<file path="src/sv/serial_command_line_parser_defines.svh">
// ----------------------------------------------------------------------------
// Serial command line parser: assertion macros
// Shared concurrent assertion forms, clocked on the rising edge and
// disabled while reset is held.
// ----------------------------------------------------------------------------
`ifndef SERIAL_COMMAND_LINE_PARSER_DEFINES_SVH
`define SERIAL_COMMAND_LINE_PARSER_DEFINES_SVH

// Condition in this cycle implies the consequence in the same cycle.
`define SCLP_ASSERT_NOW(label, clk, rst, cond, cons) \
  label: assert property (@(posedge clk) disable iff (rst) (cond) |-> (cons)) \
    else $error("sclp assertion failed");

// Condition in this cycle implies the consequence in the next cycle.
`define SCLP_ASSERT_NEXT(label, clk, rst, cond, cons) \
  label: assert property (@(posedge clk) disable iff (rst) (cond) |=> (cons)) \
    else $error("sclp assertion failed");

`endif

</file>
<file path="src/sv/sclp_pkg.sv">
// ----------------------------------------------------------------------------
// Serial command line parser package
// Match states, status codes, byte constants and the per-byte match function.
// ----------------------------------------------------------------------------
`timescale 1ns / 1ps
`default_nettype none

package sclp_pkg;

  localparam int LINE_BYTES = 64;
  localparam int MAX_LEN    = LINE_BYTES - 1;
  localparam int LEN_W      = $clog2(LINE_BYTES);

  localparam logic [31:0] MIN_RATE_RESET = 32'd100;
  localparam logic [31:0] PERIOD_RESET   = 32'd1000;

  localparam logic [7:0] CH_CR    = 8'h0D;
  localparam logic [7:0] CH_LF    = 8'h0A;
  localparam logic [7:0] CH_NUL   = 8'h00;
  localparam logic [7:0] CH_SPACE = 8'h20;
  localparam logic [7:0] CH_0     = 8'h30;
  localparam logic [7:0] CH_9     = 8'h39;
  localparam logic [7:0] CH_A     = 8'h41;
  localparam logic [7:0] CH_E     = 8'h45;
  localparam logic [7:0] CH_O     = 8'h4F;
  localparam logic [7:0] CH_P     = 8'h50;
  localparam logic [7:0] CH_R     = 8'h52;
  localparam logic [7:0] CH_S     = 8'h53;
  localparam logic [7:0] CH_T     = 8'h54;

  typedef enum logic [3:0] {
    MS_EMPTY, MS_S, MS_ST, MS_STA, MS_STAR, MS_START, MS_STO, MS_STOP,
    MS_R, MS_RA, MS_RAT, MS_RATE, MS_ARG, MS_ARG_BAD, MS_NONE
  } match_t;

  typedef enum logic [2:0] {
    ST_START, ST_STOP, ST_RATE_SET, ST_RATE_LOW, ST_RATE_BAD, ST_UNKNOWN
  } status_t;

  // Summary of a finished line that produces a result.
  typedef struct packed {
    logic        fire;
    match_t      ms;
    logic        digits_seen;
    logic [31:0] acc;
  } line_evt_t;

  function automatic logic is_digit(input logic [7:0] c);
    return (c >= CH_0) && (c <= CH_9);
  endfunction

  function automatic match_t next_match(input match_t s, input logic [7:0] c);
    match_t ns;
    ns = MS_NONE;
    unique case (s)
      MS_EMPTY:   ns = (c == CH_S) ? MS_S : ((c == CH_R) ? MS_R : MS_NONE);
      MS_S:       ns = (c == CH_T) ? MS_ST : MS_NONE;
      MS_ST:      ns = (c == CH_A) ? MS_STA : ((c == CH_O) ? MS_STO : MS_NONE);
      MS_STA:     ns = (c == CH_R) ? MS_STAR : MS_NONE;
      MS_STAR:    ns = (c == CH_T) ? MS_START : MS_NONE;
      MS_STO:     ns = (c == CH_P) ? MS_STOP : MS_NONE;
      MS_R:       ns = (c == CH_A) ? MS_RA : MS_NONE;
      MS_RA:      ns = (c == CH_T) ? MS_RAT : MS_NONE;
      MS_RAT:     ns = (c == CH_E) ? MS_RATE : MS_NONE;
      MS_RATE:    ns = (c == CH_SPACE) ? MS_ARG : MS_NONE;
      MS_ARG:     ns = is_digit(c) ? MS_ARG : MS_ARG_BAD;
      MS_ARG_BAD: ns = MS_ARG_BAD;
      default:    ns = MS_NONE;
    endcase
    return ns;
  endfunction

endpackage

`default_nettype wire

</file>
<file path="src/sv/sclp_line.sv">
// ----------------------------------------------------------------------------
// Serial command line parser: line tracker
// Counts the bytes of the current line, runs the command matcher and the
// saturating decimal accumulator, and reports a finished, usable line.
// ----------------------------------------------------------------------------
`timescale 1ns / 1ps
`default_nettype none

module sclp_line (
  input  wire logic                  clk,
  input  wire logic                  rst,
  input  wire logic                  accept,
  input  wire logic [7:0]            rx_byte,
  output sclp_pkg::line_evt_t        evt
);
  import sclp_pkg::*;

  logic [LEN_W-1:0] line_length;
  logic             line_overflowed;
  match_t           match_state;
  logic             text_ended;
  logic [31:0]      digit_acc;
  logic             digits_seen;

  logic             is_term;
  logic             line_full;
  match_t           ms_next;
  logic [35:0]      acc_wide;
  logic [31:0]      acc_sat;

  assign is_term   = (rx_byte == CH_CR) || (rx_byte == CH_LF);
  assign line_full = (line_length == LEN_W'(MAX_LEN));
  assign ms_next   = next_match(match_state, rx_byte);

  // acc * 10 + digit, clamped to the 32-bit range.
  assign acc_wide = ({4'b0, digit_acc} << 3) + ({4'b0, digit_acc} << 1)
                  + {32'b0, rx_byte[3:0]};
  assign acc_sat  = (|acc_wide[35:32]) ? 32'hFFFF_FFFF : acc_wide[31:0];

  always_comb begin
    evt.fire        = accept && is_term && (line_length != '0) && !line_overflowed;
    evt.ms          = match_state;
    evt.digits_seen = digits_seen;
    evt.acc         = digit_acc;
  end

  always_ff @(posedge clk) begin
    if (rst) begin
      line_length     <= '0;
      line_overflowed <= 1'b0;
      match_state     <= MS_EMPTY;
      text_ended      <= 1'b0;
      digit_acc       <= '0;
      digits_seen     <= 1'b0;
    end else if (accept) begin
      if (is_term) begin
        // Every line end clears the line, whether or not it gave a result.
        line_length     <= '0;
        line_overflowed <= 1'b0;
        match_state     <= MS_EMPTY;
        text_ended      <= 1'b0;
        digit_acc       <= '0;
        digits_seen     <= 1'b0;
      end else if (line_full) begin
        line_overflowed <= 1'b1;
      end else begin
        line_length <= line_length + LEN_W'(1);
        if (!text_ended) begin
          if (rx_byte == CH_NUL) begin
            text_ended <= 1'b1;
          end else begin
            if ((match_state == MS_ARG) && (ms_next == MS_ARG)) begin
              digit_acc   <= acc_sat;
              digits_seen <= 1'b1;
            end
            match_state <= ms_next;
          end
        end
      end
    end
  end

endmodule

`default_nettype wire

</file>
<file path="src/sv/serial_command_line_parser.sv">
// ----------------------------------------------------------------------------
// Serial command line parser
// A result is loaded into the output register at the end of the cycle that
// transfers the CR or LF byte ending its line.
// Throughput: one byte per cycle; input stalls only while a held result is
// stalled.
// Reset: synchronous; logging off, period 1000 ms, minimum rate 100 ms.
// ----------------------------------------------------------------------------
`timescale 1ns / 1ps
`default_nettype none
`include "serial_command_line_parser_defines.svh"

module serial_command_line_parser (
  input  wire logic        clk,
  input  wire logic        rst,
  input  wire logic        min_rate_we,
  input  wire logic [31:0] min_rate_data,
  input  wire logic        in_valid,
  output logic             in_stall,
  input  wire logic [7:0]  rx_byte,
  output logic             out_valid,
  input  wire logic        out_stall,
  output logic [2:0]       status,
  output logic [31:0]      rate_value,
  output logic             logging_on,
  output logic [31:0]      sample_period_ms
);
  import sclp_pkg::*;

  logic        in_accept;
  line_evt_t   evt;

  logic [31:0] min_rate;
  logic        enable_flag;
  logic [31:0] period;

  status_t     status_next;
  logic [31:0] rate_next;
  logic        enable_next;
  logic [31:0] period_next;

  assign in_stall  = out_valid && out_stall;
  assign in_accept = in_valid && !in_stall;

  sclp_line u_line (
    .clk     (clk),
    .rst     (rst),
    .accept  (in_accept),
    .rx_byte (rx_byte),
    .evt     (evt)
  );

  always_comb begin
    status_next = ST_UNKNOWN;
    rate_next   = '0;
    enable_next = enable_flag;
    period_next = period;
    unique case (evt.ms)
      MS_START: begin
        enable_next = 1'b1;
        status_next = ST_START;
      end
      MS_STOP: begin
        enable_next = 1'b0;
        status_next = ST_STOP;
      end
      MS_ARG: begin
        if (evt.digits_seen) begin
          rate_next = evt.acc;
          if (evt.acc >= min_rate) begin
            period_next = evt.acc;
            status_next = ST_RATE_SET;
          end else begin
            status_next = ST_RATE_LOW;
          end
        end else begin
          status_next = ST_RATE_BAD;
        end
      end
      MS_ARG_BAD: status_next = ST_RATE_BAD;
      default:    status_next = ST_UNKNOWN;
    endcase
  end

  always_ff @(posedge clk) begin
    if (rst) begin
      min_rate    <= MIN_RATE_RESET;
      enable_flag <= 1'b0;
      period      <= PERIOD_RESET;
      out_valid   <= 1'b0;
    end else begin
      if (min_rate_we) begin
        min_rate <= min_rate_data;
      end
      if (evt.fire) begin
        enable_flag <= enable_next;
        period      <= period_next;
        out_valid   <= 1'b1;
      end else if (!out_stall) begin
        out_valid <= 1'b0;
      end
    end
  end

  // Result payload; loaded only when the output register is free.
  always_ff @(posedge clk) begin
    if (evt.fire) begin
      status           <= status_next;
      rate_value       <= rate_next;
      logging_on       <= enable_next;
      sample_period_ms <= period_next;
    end
  end

  `SCLP_ASSERT_NOW(a_stall_only_when_held, clk, rst, in_stall, out_valid)
  `SCLP_ASSERT_NOW(a_status_in_range, clk, rst, out_valid, status <= ST_UNKNOWN)
  `SCLP_ASSERT_NOW(a_start_enables, clk, rst, out_valid && (status == ST_START), logging_on)
  `SCLP_ASSERT_NOW(a_rate_zero_else, clk, rst,
    out_valid && (status != ST_RATE_SET) && (status != ST_RATE_LOW), rate_value == '0)
  `SCLP_ASSERT_NOW(a_rate_set_period, clk, rst,
    out_valid && (status == ST_RATE_SET), sample_period_ms == rate_value)
  `SCLP_ASSERT_NEXT(a_fire_gives_result, clk, rst, evt.fire, out_valid)

endmodule

`default_nettype wire

</file>
<file path="config.mk">
export PLATFORM = sky130hd
export DESIGN_NAME = serial_command_line_parser
export DESIGN_NICKNAME = d
export VERILOG_FILES = /design/src/sv/sclp_pkg.sv /design/src/sv/sclp_line.sv /design/src/sv/serial_command_line_parser.sv
export VERILOG_INCLUDE_DIRS = /design/src /design/src/sv
export SDC_FILE = /design/constraint.sdc
export NUM_CORES = 1
export LEC_CHECK = 0
export BUFFER_PORTS_ARGS = -buffer_cell sky130_fd_sc_hd__buf_2
export CAP_MARGIN = 20
export CORE_MARGIN = 8
export CORE_UTILIZATION = 37
export DETAILED_ROUTE_END_ITERATION = 6
export GPL_TIMING_DRIVEN = 0
export HOLD_SLACK_MARGIN = 0.06
export PLACE_DENSITY = 0.62
export SYNTH_ARGS = -nofsm -noshare
export SYNTH_HDL_FRONTEND = slang
export SYNTH_HIERARCHICAL = 1
export SYNTH_SLANG_ARGS = --single-unit
</file>
<file path="constraint.sdc">
create_clock -name clk -period 12.4 [get_ports clk]
set_clock_uncertainty 0.1 [all_clocks]
set_input_delay 2.48 -clock clk [delete_from_list [all_inputs] [get_ports clk]]
set_output_delay 2.48 -clock clk [all_outputs]
set_load 0.01 [all_outputs]
</file>
==> impl_metrics.csv <==
group,metric,value,unit
cells_and_area,nets,1279,
cells_and_area,fin_cells,1526,
logic_synthesis,synth_area,0.01028,mm^2
route,remaining_drc_errors,0,
logic_synthesis,synthArstFlopShare,0,%
worst_hold_path,hold_class,"flop to flop",
clock_network,insertion_delay,0.44,ns
place,place_ws,6.268,ns
logic_synthesis,ys_seq_elements,179,
route,drt_iter0_drc,388,
floorplan,die_w,182.7,um
clock_network,h-tree-depth,4,
route,routed_wl,25.82,mm
logic_synthesis,synth_nets,1144,
floorplan,fp.coreArea,0.02755,mm^2
logic_synthesis,ys.warnings.count,6,
grt,track_usage,15.80,%
route,via_per_inst,5.124,
cells_and_area,final_area,0.01201,mm^2
place,place_inst,1494,
sta,fin_crit_sh,46.05,%
clock_network,cts_tree,"yes",
sta,setup_ws,6.690,ns
cells_and_area,num_antenna_cells,0,
logic_synthesis,syn_avg_cell_area,10.28,um^2
run_status,status,"complete, no violations",
grt,grt_pass1_wl,42.25,mm
logic_synthesis,syn_inst,1000,
clock_network,ctsResizeCount,0,
floorplan,die_y,182.7,um
floorplan,ios,115,
cells_and_area,nFillCells,2681,
pwr,power,1.249,mW
place,numPortBuffers,112,
sta,relSlewSlack,39.00,%
cells_and_area,syn2layout_area_growth,16.80,%
place,gp_congestion,0.8614,
clock_network,cts_sinks,179,
grt,gr-total-overflow,0,
grt,grt_max_degree,19,
pwr,cellPowerDensity,104.0,mW/mm^2
clock_network,post_cts.repair.setup_buffers,0,
clock_network,cts_buffer_depth,2,
pwr,p_leak,5.119,nW
logic_synthesis,yosysSeqAreaShare,41.46,%
run,maxCapViolations,0,
logic_synthesis,ys_types,73,
setup_path,worst-path-max-fanout,10,
pwr,irDropWorstVdd,0.00009217,V
clock_network,cts_inserted_buffers,17,
route,drtPass1Iterations,4,
sta,setup_viol,0,
setup_path,worst_setup_path_start_kind,"input port",
grt,grt_pass1_vias,8043,
route,dr_total_vias,7819,
sta,rsz0062_at_grt,"no",
route,ant_nets,0,
sta,worstMarginPinSlew,0.9121,ns
sta,hold_viol_final,0,
setup_path,worstPathArrival,5.99,ns
floorplan,rows,61,
place,dpl_cell_area,0.01141,mm^2
sta,min_period,5.710,ns
place,dpl.hpwl,19.75,mm
setup_path,worstSetupPathType,"input port to flop",
logic_synthesis,synth-edff-count,68,
clock_network,holdBufCountCts,0,
sta,whs,0.3528,ns
cells_and_area,final_util,43.59,%
setup_path,critPathRequiredTime,12.68,ns
cells_and_area,drive_above_1_share,18.55,%
clock_network,path_clk_slew,0.07,ns
clock_network,cts_root_buffer,"clkbuf_16",
grt,antenna_found_initial,0,
route,routedWlPerCell,16.92,um
setup_path,endpoint_kind,"flop",
sta,fin_setup_tns,0,ns
sta,finalMaxSlewViolations,0,
sta,fmax,175.1,MHz
floorplan,dieArea,0.03338,mm^2
floorplan,start_util,37.32,%
logic_synthesis,ys.flop_type,"dfxtp_1",
[state kept, by name, indices dropped and copies added, names as in the netlist, 3 cells and up]
register,flops
rate_value,32
sample_period_ms,32
u_line/match_state,4
status,3
u_line/digit_acc,32
min_rate,32
period,32
u_line/line_length,6
[layout by cell type, fill, tap and decap left out, drive strengths merged, types with 4 or more instances in the layout]
cell,instances
a211oi,5
a21o,10
a21oi,56
a221o,33
a31oi,8
and2,36
and3,10
buf,132
clkbuf,53
clkinv,4
dfxtp,111
edfxtp,68
ha,97
inv,50
mux2,33
mux2i,65
nand2,106
nand2b,8
nand3,11
nand4,9
nor2,77
nor3,12
nor4,6
o211ai,11
o21a,8
o21ai,37
o22ai,4
xnor2,18
xor2,19
[cell type report]
| class | instances | area, um^2 | area share, % |
|---|---|---|---|
| Tap cell | 378 | 473.0 | 3.938 |
| Clock inverter | 11 | 113.9 | 0.9479 |
| Timing Repair Buffer | 116 | 645.6 | 5.375 |
| Multi-Input combinational cell | 729 | 5595 | 46.58 |
| Buffer | 48 | 271.5 | 2.260 |
| Inverter | 44 | 165.2 | 1.375 |
| Clock buffer | 21 | 483.0 | 4.021 |
| Sequential cell | 179 | 4264 | 35.50 |
[layer usage]
metal | global-route usage (%) | wire [um] | part of all wire (%) | vias up
met5 | 0 | 0 | 0 | -
met4 | 5.904 | 632 | 2.4 | 0
met3 | 3.639 | 1084 | 4.2 | 34
met2 | 26.46 | 12080 | 47 | 140
met1 | 19.55 | 12030 | 47 | 3728
li1 | - | - | - | 3917
[logic make-up after synthesis]
kind of cell	share of synthesized area [%]
AND/OR/NAND/NOR	13.96
AO/OA/AOI/OAI	13.88
flip-flops	41.46
adder cells (fa/ha/maj)	12.19
multiplexers	11.04
buffers and inverters	4.246
XOR/XNOR	3.224
[power by group]
group	switching, mW	internal (mW)
Combinational	0.0483	0.0298
Clock	0.244	0.306
Sequential	0.00635	0.614
[path summary, 6_finish.rpt]
path / start / to / slack, ns / cells past startpoint
worst max register to register: u_line/digit_acc[1]$_SDFFE_PP0P_ / u_line/digit_acc[24]$_SDFFE_PP0P_ / 8.41 / 12
worst min register to register: period[2]$_SDFFE_PP0P_ / period[2]$_SDFFE_PP0P_ / 0.35 / 2
worst min-delay path: period[2]$_SDFFE_PP0P_ / period[2]$_SDFFE_PP0P_ / 0.35 / 2
worst max-delay path: rx_byte[3] / u_line/digit_acc[24]$_SDFFE_PP0P_ / 6.69 / 12
[critical path: stages]
cell and delay [ns]:
buf_2 0.17, fa_1 0.54, fa_1 0.51, a211oi_2 0.32, o211ai_2 0.16, a41oi_4 0.34
a21boi_2 0.12, o31a_1 0.33, mux2i_1 0.18, a311oi_4 0.49, buf_6 0.22, a221o_1 0.11
[Yosys cell counts (9+ instances only)]
cell      count  area [um^2]
mux2i_1      65        650.6
a221o_1      33        330.3
and3_1       10        62.56
a21o_1        9        67.56
and2_1       36        225.2
nor3_1        9        45.04
nand4_1       9        56.30
a21oi_1      55        275.3
nor2_1       77        289.0
xor2_1       18        157.7
clkbuf_1     32        120.1
edfxtp_1     68         2042
nand2_1     106        397.9
dfxtp_1     111         2222
o211ai_1      9        67.56
nand3_1      11        55.05
mux2_4       30        450.4
xnor2_1      18        157.7
ha_1         97         1214
o21ai_0      31        155.2
inv_1        42        157.7
Note: power is estimated with default switching activity, not from simulation.
